## config.mk

```make
export PLATFORM = sky130hd
export DESIGN_NAME = fat12_fifo
export DESIGN_NICKNAME = d
export VERILOG_FILES = /design/src/sv/fat12_pkg.sv /design/src/sv/fat12_fifo.sv
export SDC_FILE = /design/constraint.sdc
export NUM_CORES = 1
export LEC_CHECK = 0
export ABC_CLOCK_PERIOD_IN_PS = 5400
export BUFFER_PORTS_ARGS = -buffer_cell sky130_fd_sc_hd__buf_4
export CAP_MARGIN = 25
export CORE_MARGIN = 1.5
export CORE_UTILIZATION = 54
export CTS_BUF_LIST = sky130_fd_sc_hd__clkbuf_8
export CTS_CLUSTER_DIAMETER = 40
export DETAILED_ROUTE_END_ITERATION = 10
export MAX_ROUTING_LAYER = met4
export PLACE_DENSITY = 0.92
export SYNTH_ARGS = -nofsm -noshare
export SYNTH_HDL_FRONTEND = slang
export SYNTH_SLANG_ARGS = --single-unit
```

## constraint.sdc

```tcl
create_clock -name clk_i -period 5.4 [get_ports clk_i]
set_input_delay 0.27 -clock clk_i [delete_from_list [all_inputs] [get_ports clk_i]]
set_output_delay 0.27 -clock clk_i [all_outputs]
set_load 0.01 [all_outputs]
```

## src/sv/fat12_pkg.sv

```systemverilog
// ----------------------------------------------------------------------------
// FAT12 lookup package
// Shared constants, status codes and the classified word type.
// ----------------------------------------------------------------------------
package fat12_pkg;

  localparam int unsigned FatBytesDefault = 8192;
  localparam int unsigned DivSteps = 32;

  typedef enum logic [2:0] {
    StLinked = 3'd0,
    StRoot   = 3'd1,
    StEnd    = 3'd2,
    StBelow  = 3'd3,
    StRange  = 3'd4
  } status_e;

  typedef enum logic [1:0] {
    CfgRoot    = 2'd0,
    CfgData    = 2'd1,
    CfgCluster = 2'd2
  } cfg_idx_e;

  localparam logic [11:0] EntryMask = 12'hFFF;
  localparam logic [11:0] EntryLow  = 12'h002;
  localparam logic [11:0] EntryHigh = 12'hFF0;
  localparam logic [31:0] QuotMax   = 32'hFFFF_FFFF;

  // A word as it leaves the front part.
  typedef struct packed {
    logic        is_load;
    logic [12:0] wr_idx;
    logic [7:0]  wr_byte;
    logic        is_data;
    logic [31:0] next_offset;
    status_e     status;
    logic [31:0] dividend;
  } cls_t;

endpackage

```

## src/sv/fat12_fifo.sv

```systemverilog
// ----------------------------------------------------------------------------
// FAT12 word queue
// Short queue between the front and back parts.
// ----------------------------------------------------------------------------
module fat12_fifo (
  input  logic            clk_i,
  input  logic            rst_ni,
  input  logic            in_valid_i,
  output logic            in_ready_o,
  input  fat12_pkg::cls_t in_i,
  output logic            out_valid_o,
  input  logic            out_ready_i,
  output fat12_pkg::cls_t out_o
);

  fat12_pkg::cls_t mem_q [2];
  logic            wp_q, rp_q;
  logic [1:0]      cnt_q;
  logic            push, pop;

  assign in_ready_o  = cnt_q != 2'd2;
  assign out_valid_o = cnt_q != 2'd0;
  assign push        = in_valid_i && in_ready_o;
  assign pop         = out_valid_o && out_ready_i;
  assign out_o       = mem_q[rp_q];

  always_ff @(posedge clk_i or negedge rst_ni) begin
    if (!rst_ni) begin
      wp_q  <= 1'b0;
      rp_q  <= 1'b0;
      cnt_q <= 2'd0;
    end else begin
      if (push) wp_q <= !wp_q;
      if (pop) rp_q <= !rp_q;
      cnt_q <= cnt_q + {1'b0, push} - {1'b0, pop};
    end
  end

  always_ff @(posedge clk_i) begin
    if (push) begin
      mem_q[wp_q] <= in_i;
    end
  end

endmodule

```

==> results.md <==
- Vias in the first global route: 4322
- Crit Path Class: reg -> out
- Async SR Flop Fraction: 0.0217
- Worst Path Arrival: 2.18 ns
- DRT iter0 DRCs: 241
- Busiest grt layer: met2
- Max-cap violation count: 0
- Fmax: 0.408 GHz
- Synthesis Warnings: 0
- First-pass GRT wire length: 21500 um
- Core area: 12100 um2
- Fin crit share: 0.454
- Top_reg_cell synth: edfxtp_1
- Row count: 40
- HPWL Detailed: 8190 um
- Synth Area in XOR/XNOR: 0.00389
- Die H: 115 um
- Overall Power: 4640 uW
- PostCTS Resize Cnt: 0
- Skew-Pair Late Insertion Delay: 0.45 ns
- Clock buffer count from CTS: 17
- Syn Nets: 397
- GRT Overall Usage: 0.232
- Power Density: 480 nW/um2
- Reg2Reg Depth: 3
- Synth top area cells: edfxtp_1 80%, mux2_2 15%, buf_6 1.5%
- Via count: 3913
- Adder-cell area share of the yosys netlist: 0.00185
- Gr ovfl total: 0
- Synthesis-to-finish area growth: 43.2%
- Mapped cell area: 6750 um2
- Top post-synthesis cells by count: 180 x edfxtp_1, 90 x mux2_2, 9 x buf_6
- Global Route met2 Usage: 0.424
- Final hold violations: 0
- Layout cell share with drive strength beyond 1: 0.512
- Largest family of logic cells by synthesized area: multiplexers
- Total Neg Setup Slack: 0 ns
- EDFF count, synth: 180
- Final max-slew violation count: 0
- CTS tree: built
- Final nets: 686
- Antenna-violating nets left: 0
- Share of Yosys cell area claimed by the top area cell type: 0.801
- WL/cell: 18.6 um
- Min Tclk post-route: 2.45 ns
- Status: finished, final reports clean
- Crit Path Max Fanout: 47
- Worst-case clock buffer depth: 2
- Hold Path Class: in -> reg
- Worst hold path depth: 3
- Post-CTS Setup Bufs: 0
- Largest net degree at the start of global routing: 49
- Initial Util: 0.557
- Crit. End Element: primary output
- Sequential fraction of the synthesis area: 0.816
- Gp weighted congestion: 0.716
- Worst Max-Slew Pin Slew: 0.630 ns
- Simple-Gate Fraction of Synth Area: 0.00890
- Leakage: 0.00365 uW
- Netlist cell types: 18
- FF+latch count, synth: 184
- Clock Sinks: 184
- Post-route DRC violation count: 0
- Max-slew headroom: 0.580
- Clock transition at the registers of the reported paths: 0.09 ns
- Die X: 115 um
- Pre-antenna DRT Iters: 4
- Maximum VDD drop: 433 uV
- Compound-Gate Fraction of Synth Area: 0.00352
- Setup Viol. Count Final: 0
- Critical Path RT: 5.13 ns
- Met3 Track Usage GR: 0.0538
- Syn_area_per_cell: 22.4 um2
- Drt via density: 5.06
- Mux cell area share after synthesis: 0.150
- Met1 usage: 0.240
- H-tree levels: 4
- I/O Buffers: 185
- Crit start category: flop
- Dominant cell type by area after synthesis: edfxtp_1
- Hold_buf cts: 91
- RSZ-0062 raised after global routing: no
- Total wire length: 14400 um
- Die ar.: 13200 um2
- Total I/O pin count: 186
- Top-count cell post-synth: edfxtp_1
- Gate count of the mapped netlist: 302
- Worst Skew: 0.0139 ns
- Root buffer cell: clkbuf_8
- Initial antenna violation count: 1
[final cells by class]
class                      instances  area, um2
sequential                       184       5510
fill                             614       2450
timing repair buffer             280       2370
multi-input combinational        108       1150
clock buffer                      17        234
tap                              168        210
clock inverter                    15        191
antenna                            1       2.50
[per-stage QoR]
stage	cells	setup WS [ns]	hold WS, ns	util	instance area [um2]
3_5_place_dp	649	3.12	0.0704	0.687	8330
6_report	773	2.95	0.123	0.798	9660
2_1_floorplan	302	0.418	-0.0256	-	6750
5_1_grt	773	2.85	0.103	0.798	9660
3_3_place_gp	647	3.24	0.0667	0.683	8270
4_1_cts	772	2.92	0.100	0.798	9660
[layout by cell type, fill, tap and decap left out]
master / Yosys / final
buf_4: 1 / 187
edfxtp_1: 180 / 180
dlygate4sd3_1: 0 / 91
mux2_2: 90 / 90
clkbuf_8: 0 / 17
bufinv_16: 0 / 5
clkinv_1: 0 / 4
xnor2_1: 3 / 3
clkinv_2: 0 / 3
inv_1: 0 / 3
dfrtp_1: 4 / 3
nand2_1: 2 / 2
nor2_1: 3 / 2
buf_16: 0 / 2
diode_2: 0 / 1
nand2b_1: 1 / 1
nor4bb_1: 1 / 1
nor2b_1: 1 / 1
a311oi_1: 1 / 1
nor2_4: 0 / 1
o21ba_2: 1 / 1
nand3_1: 1 / 1
o21ai_0: 1 / 1
and3_4: 0 / 1
or2_2: 1 / 1
ha_1: 1 / 1
dfrtp_4: 0 / 1
[worst paths after layout]
kind,startpoint,end,slack (ns)
max,rp_q$_DFFE_PN0P_,out_o[64],2.95
min,out_ready_i,rp_q$_DFFE_PN0P_,0.12
max reg2reg,cnt_q[0]$_DFF_PN0_,mem_q[1][88]$_DFFE_PP_,3.08
min reg2reg,wp_q$_DFFE_PN0P_,wp_q$_DFFE_PN0P_,0.58
max in group asynchronous,rst_ni,rp_q$_DFFE_PN0P_,5.14
min in group asynchronous,rst_ni,cnt_q[0]$_DFF_PN0_,0.15
[kinds of logic (layout without fill, tap and decap cells)]
logic type,Yosys count,count (layout)
AO/OA/AOI/OAI,3,3
XOR/XNOR,3,3
adder cells (fa/ha/maj),1,1
buffers and inverters,10,312
flip-flops,184,184
multiplexers,90,90
other,0,1
AND/OR/NAND/NOR,11,11
[registers in the layout, summed over array words and instances (netlist names)]
| signal | flops |
|---|---|
| rp_q | 1 |
| mem_q | 180 |
| wp_q | 1 |
| cnt_q | 2 |
[metal layers]
metal,vias to the layer above,share of wire
met2,164,0.57
li1,1773,-
met3,28,0.058
met4,0,0.021
met1,1948,0.35
met5,-,0
[power breakdown]
part	total, uW	switching (uW)	internal [uW]	leakage, uW
logic	1550	712	837	0.00170
registers	2110	157	1950	0.00172
clock network	982	445	537	0.000227
total	4640	1310	3330	0.00365
[worst max-delay path, cell delays in order (launching register included)]
cell and delay [ns]:
dfrtp_4 0.84, buf_16 0.31, mux2_2 0.38, buf_4 0.14
No activity file was read; power rests on OpenSTA's default activity.
