### config.mk
export PLATFORM = sky130hd
export DESIGN_NAME = fat12_front
export DESIGN_NICKNAME = d
export VERILOG_FILES = /design/src/sv/fat12_pkg.sv /design/src/sv/fat12_front.sv
export SDC_FILE = /design/constraint.sdc
export NUM_CORES = 1
export LEC_CHECK = 0
export CAP_MARGIN = 15
export CORE_ASPECT_RATIO = 0.5
export CORE_MARGIN = 1
export CORE_UTILIZATION = 59
export DETAILED_ROUTE_END_ITERATION = 6
export DONT_BUFFER_PORTS = 1
export PLACE_DENSITY_LB_ADDON = 0.05
export SKIP_LAST_GASP = 1
export SYNTH_ARGS = -nofsm -noshare
export SYNTH_HDL_FRONTEND = slang
export SYNTH_SLANG_ARGS = --single-unit
### constraint.sdc
create_clock -name clk_i -period 7 [get_ports clk_i]
set_clock_uncertainty 0.1 [all_clocks]
set_input_delay 0.7 -clock clk_i [delete_from_list [all_inputs] [get_ports clk_i]]
set_output_delay 0.7 -clock clk_i [all_outputs]
set_load 0.01 [all_outputs]
### src/sv/fat12_pkg.sv
// ----------------------------------------------------------------------------
// FAT12 lookup package
// Shared constants, status codes and the classified word type.
// ----------------------------------------------------------------------------
package fat12_pkg;

  localparam int unsigned FatBytesDefault = 8192;
  localparam int unsigned DivSteps = 32;

  typedef enum logic [2:0] {
    StLinked = 3'd0,
    StRoot   = 3'd1,
    StEnd    = 3'd2,
    StBelow  = 3'd3,
    StRange  = 3'd4
  } status_e;

  typedef enum logic [1:0] {
    CfgRoot    = 2'd0,
    CfgData    = 2'd1,
    CfgCluster = 2'd2
  } cfg_idx_e;

  localparam logic [11:0] EntryMask = 12'hFFF;
  localparam logic [11:0] EntryLow  = 12'h002;
  localparam logic [11:0] EntryHigh = 12'hFF0;
  localparam logic [31:0] QuotMax   = 32'hFFFF_FFFF;

  // A word as it leaves the front part.
  typedef struct packed {
    logic        is_load;
    logic [12:0] wr_idx;
    logic [7:0]  wr_byte;
    logic        is_data;
    logic [31:0] next_offset;
    status_e     status;
    logic [31:0] dividend;
  } cls_t;

endpackage

### src/sv/fat12_front.sv
// ----------------------------------------------------------------------------
// FAT12 front part
// Accepts words, drops table writes past the store and classifies lookups.
// ----------------------------------------------------------------------------
module fat12_front #(
  parameter int unsigned FatBytes = fat12_pkg::FatBytesDefault
) (
  input  logic                clk_i,
  input  logic                rst_ni,
  input  logic                in_valid_i,
  output logic                in_ready_o,
  input  logic                cmd_i,
  input  logic [12:0]         byte_idx_i,
  input  logic [7:0]          byte_val_i,
  input  logic [31:0]         offset_i,
  input  logic [31:0]         root_start_i,
  input  logic [31:0]         data_start_i,
  input  logic [16:0]         cluster_bytes_i,
  output logic                cls_valid_o,
  input  logic                cls_ready_i,
  output fat12_pkg::cls_t     cls_o
);

  fat12_pkg::cls_t cls_d, cls_q;
  logic            valid_q;
  logic            take;
  logic            ld_ok;
  logic [32:0]     sum;

  assign in_ready_o = !valid_q || cls_ready_i;
  assign take       = in_valid_i && in_ready_o;
  assign ld_ok      = {4'd0, byte_idx_i} < 17'(FatBytes);
  assign sum        = {1'b0, offset_i} + {16'd0, cluster_bytes_i};

  always_comb begin
    cls_d = '0;
    cls_d.is_load  = !cmd_i;
    cls_d.wr_idx   = byte_idx_i;
    cls_d.wr_byte  = byte_val_i;
    cls_d.dividend = offset_i - data_start_i;
    if (offset_i >= data_start_i) begin
      cls_d.is_data = 1'b1;
      cls_d.status  = fat12_pkg::StLinked;
    end else if (offset_i < root_start_i) begin
      cls_d.status = fat12_pkg::StBelow;
    end else if (sum < {1'b0, data_start_i}) begin
      cls_d.status      = fat12_pkg::StRoot;
      cls_d.next_offset = sum[31:0];
    end else begin
      cls_d.status = fat12_pkg::StEnd;
    end
  end

  always_ff @(posedge clk_i or negedge rst_ni) begin
    if (!rst_ni) begin
      valid_q <= 1'b0;
    end else if (in_ready_o) begin
      valid_q <= take && (cmd_i || ld_ok);
    end
  end

  always_ff @(posedge clk_i) begin
    if (take) begin
      cls_q <= cls_d;
    end
  end

  assign cls_valid_o = valid_q;
  assign cls_o       = cls_q;

endmodule

==> results.json <==
{
  "status": "finished clean",
  "clock.fmax_ghz": 0.210,
  "via_count": 5863,
  "numPortBuffers": 0,
  "first_iter_violations": 340,
  "hold_viol_final": 0,
  "vias_per_cell": 6.28,
  "cts.sinks": 90,
  "clockBufferDepth": 2,
  "setup_tns_ps": 0,
  "clkLatencyLatePin_ps": 340,
  "initial_utilization_pct": 62.1,
  "multi_input_area_um2": 4400,
  "fin_nets": 1016,
  "cp-start-kind": "primary input",
  "core_area_um2": 12100,
  "tightest_slew_ps": 1160,
  "ys_async_sr_fraction_pct": 1.11,
  "place_congestion": 0.918,
  "fin_crit_ps": 4770,
  "htreeDepth": 3,
  "grt-ovfl-total": 0,
  "boundaryPins": 231,
  "arrival_ps": 4860,
  "finalCritPeriodShare_pct": 68.2,
  "ant_nets": 0,
  "synth_cell_types": 66,
  "syn-cell-area_um2": 7530,
  "row_count": 28,
  "holdCritPathClass": "in2reg",
  "wl_met1_mm": 8.26,
  "root_buffer": "clkbuf_16",
  "p_leak_nw": 3.54,
  "synth.avg_cell_area_um2": 9.79,
  "n_fill_cell": 1025,
  "seq_area_um2": 2700,
  "placed_area_um2": 7650,
  "p_per_area_nw_per_um2": 212,
  "maxSlewViolCount": 0,
  "hpwl_mm": 15.7,
  "tritoncts": "yes",
  "die_w_um": 162,
  "slew_headroom_pct": 22.6,
  "drc_errors": 0,
  "ys_seq_area_share_pct": 35.8,
  "clkTransAtPathRegs_ps": 70,
  "fin_area_um2": 7980,
  "final_common_cell": "ha_1",
  "numCtsBuffers": 9,
  "firstDrtPassIters": 4,
  "synth_ff_type": "edfxtp_1",
  "highest_layer": "met4",
  "setup_viol": 0,
  "antenna-diode-count": 0,
  "dieArea_um2": 13200,
  "irDropWorstVdd_uv": 141,
  "wl_per_cell_um": 20.8,
  "layout_common_cells": "ha_1, inv_1, edfxtp_1",
  "grt_pass1_vias": 5390,
  "ys_warn_count": 0,
  "drive_above_1_share_pct": 5.33,
  "dieHeight_um": 81.9,
  "wl_met3_mm": 1.90,
  "wl_mm": 19.5,
  "rsz0062_at_grt": "no",
  "synth_cells": 769,
  "wl_met2_mm": 9.04,
  "critPathCaptureType": "flop",
  "ys_seq_elements": 90,
  "grt_max_degree": 90,
  "antenna_found_initial": 0,
  "grt_pass1_wl_mm": 28.7,
  "synth_edf_count": 89,
  "final_core_util_pct": 65.9,
  "timing_worst_setup_path_type": "in2reg",
  "cp.required_ps": 7090,
  "grt_util_all_layers_pct": 29.0,
  "maxCapViolations": 0,
  "synth.net_count": 1021,
  "crit_fanout": 21,
  "syn2layout_area_growth_pct": 6.08
}
==> cell usage after synthesis (4+ instances only) <==
cell       instances  area [um2]
ha_1             111        1390
inv_1             90         338
edfxtp_1          89        2670
a21oi_1           57         285
nand2_1           42         158
xnor2_1           39         342
a21o_1            37         278
nor2_1            37         139
o21ai_0           28         140
nand4_1           21         131
nor2b_1           21         131
nand3_1           17        85.1
and4_1            14         123
nor3_1            12        60.1
xor2_1            12         105
nand2b_1          11        68.8
o21a_1            11        82.6
clkbuf_1           9        33.8
and3_1             8        50.1
o211ai_1           8        60.1
buf_2              6        30.0
o21bai_1           6        45.0
a211oi_1           5        37.5
a211o_1            4        35.0
and2_1             4        25.0
o2111ai_1          4        35.0
==> what timing repair did <==
action                    4_1_cts  5_1_grt
setup buffers                   0        0
hold buffers                    1        0
hold endpoints to repair        1        0
resized for setup               0        0
==> per-stage QoR <==
stage / hold WS (ps) / power, mW / setup slack [ps] / std cells
finish: 342 / 1.70 / 2230 / 934
global route: 330 / 1.77 / 1950 / 934
CTS: 335 / 1.70 / 2260 / 934
detailed placement: 304 / 1.16 / 2030 / 917
global placement: 304 / 1.15 / 2110 / 917
floorplan: 304 / 1.06 / 2610 / 769
==> sequential cells by signal, summed over array words and instances (netlist names) <==
name and count:
cls_o 89, cls_valid_o 1
==> cell type report <==
| class | instances | share of cell area (%) |
|---|---|---|
| sequential | 90 | 33.8 |
| multi-input combinational | 570 | 55.1 |
| clock inverter | 6 | 1.21 |
| tap | 165 | 2.59 |
| clock buffer | 10 | 2.87 |
| inverter | 91 | 4.28 |
| timing repair buffer | 2 | 0.219 |
==> per-layer routing <==
| layer | GRT usage (%) | vias to the layer above |
|---|---|---|
| li1 | - | 2824 |
| met1 | 34.9 | 2771 |
| met2 | 49.8 | 248 |
| met3 | 11.0 | 20 |
| met4 | 6.89 | 0 |
| met5 | 0 | - |
==> path summary, 6_finish.rpt <==
path	cells after the start	end	start	slack [ps]
setup / recovery	18	cls_o[39]$_SDFFCE_PP0P_	offset_i[0]	2230
hold / removal	0	cls_o[78]$_DFFE_PP_	byte_idx_i[2]	340
setup reg to reg	3	cls_o[49]$_SDFFCE_PP0P_	cls_valid_o$_DFFE_PN0N_	4820
hold reg to reg	2	cls_valid_o$_DFFE_PN0N_	cls_valid_o$_DFFE_PN0N_	610
max in group asynchronous	1	cls_valid_o$_DFFE_PN0N_	rst_ni	6220
min in group asynchronous	1	cls_valid_o$_DFFE_PN0N_	rst_ni	470
==> worst max-delay path, cell delays in order <==
cell       delay, ps
ha_1             180
inv_1             70
fa_1             440
nor2b_4          150
o31a_4           170
o2111ai_1        200
a31o_2           340
nor2b_1          170
xor2_1           260
ha_1             300
a21o_1           160
a21o_1           170
a21o_1           170
a211o_1          280
a21oi_1          150
o31a_1           250
nand4_4          380
a211oi_2         310
==> power by group <==
group          internal (mW)  switching [mW]  leakage [nW]  total (mW)
clock                  0.318           0.225         0.156       0.543
sequential             0.658          0.0404         0.873       0.699
combinational          0.186           0.268          2.51       0.454
==> cells by family (layout without fill, tap and decap cells) <==
kind of cell	count (synthesis)	in the layout	synth area share (%)
AND/OR/NAND/NOR	203	203	14.9
other	1	1	0.0498
adder cells (fa/ha/maj)	113	113	19.0
buffers and inverters	109	109	5.79
AO/OA/AOI/OAI	200	200	18.3
multiplexers	2	2	0.266
flip-flops	90	90	35.8
XOR/XNOR	51	51	5.94
Note: power is estimated with default switching activity, not from simulation.
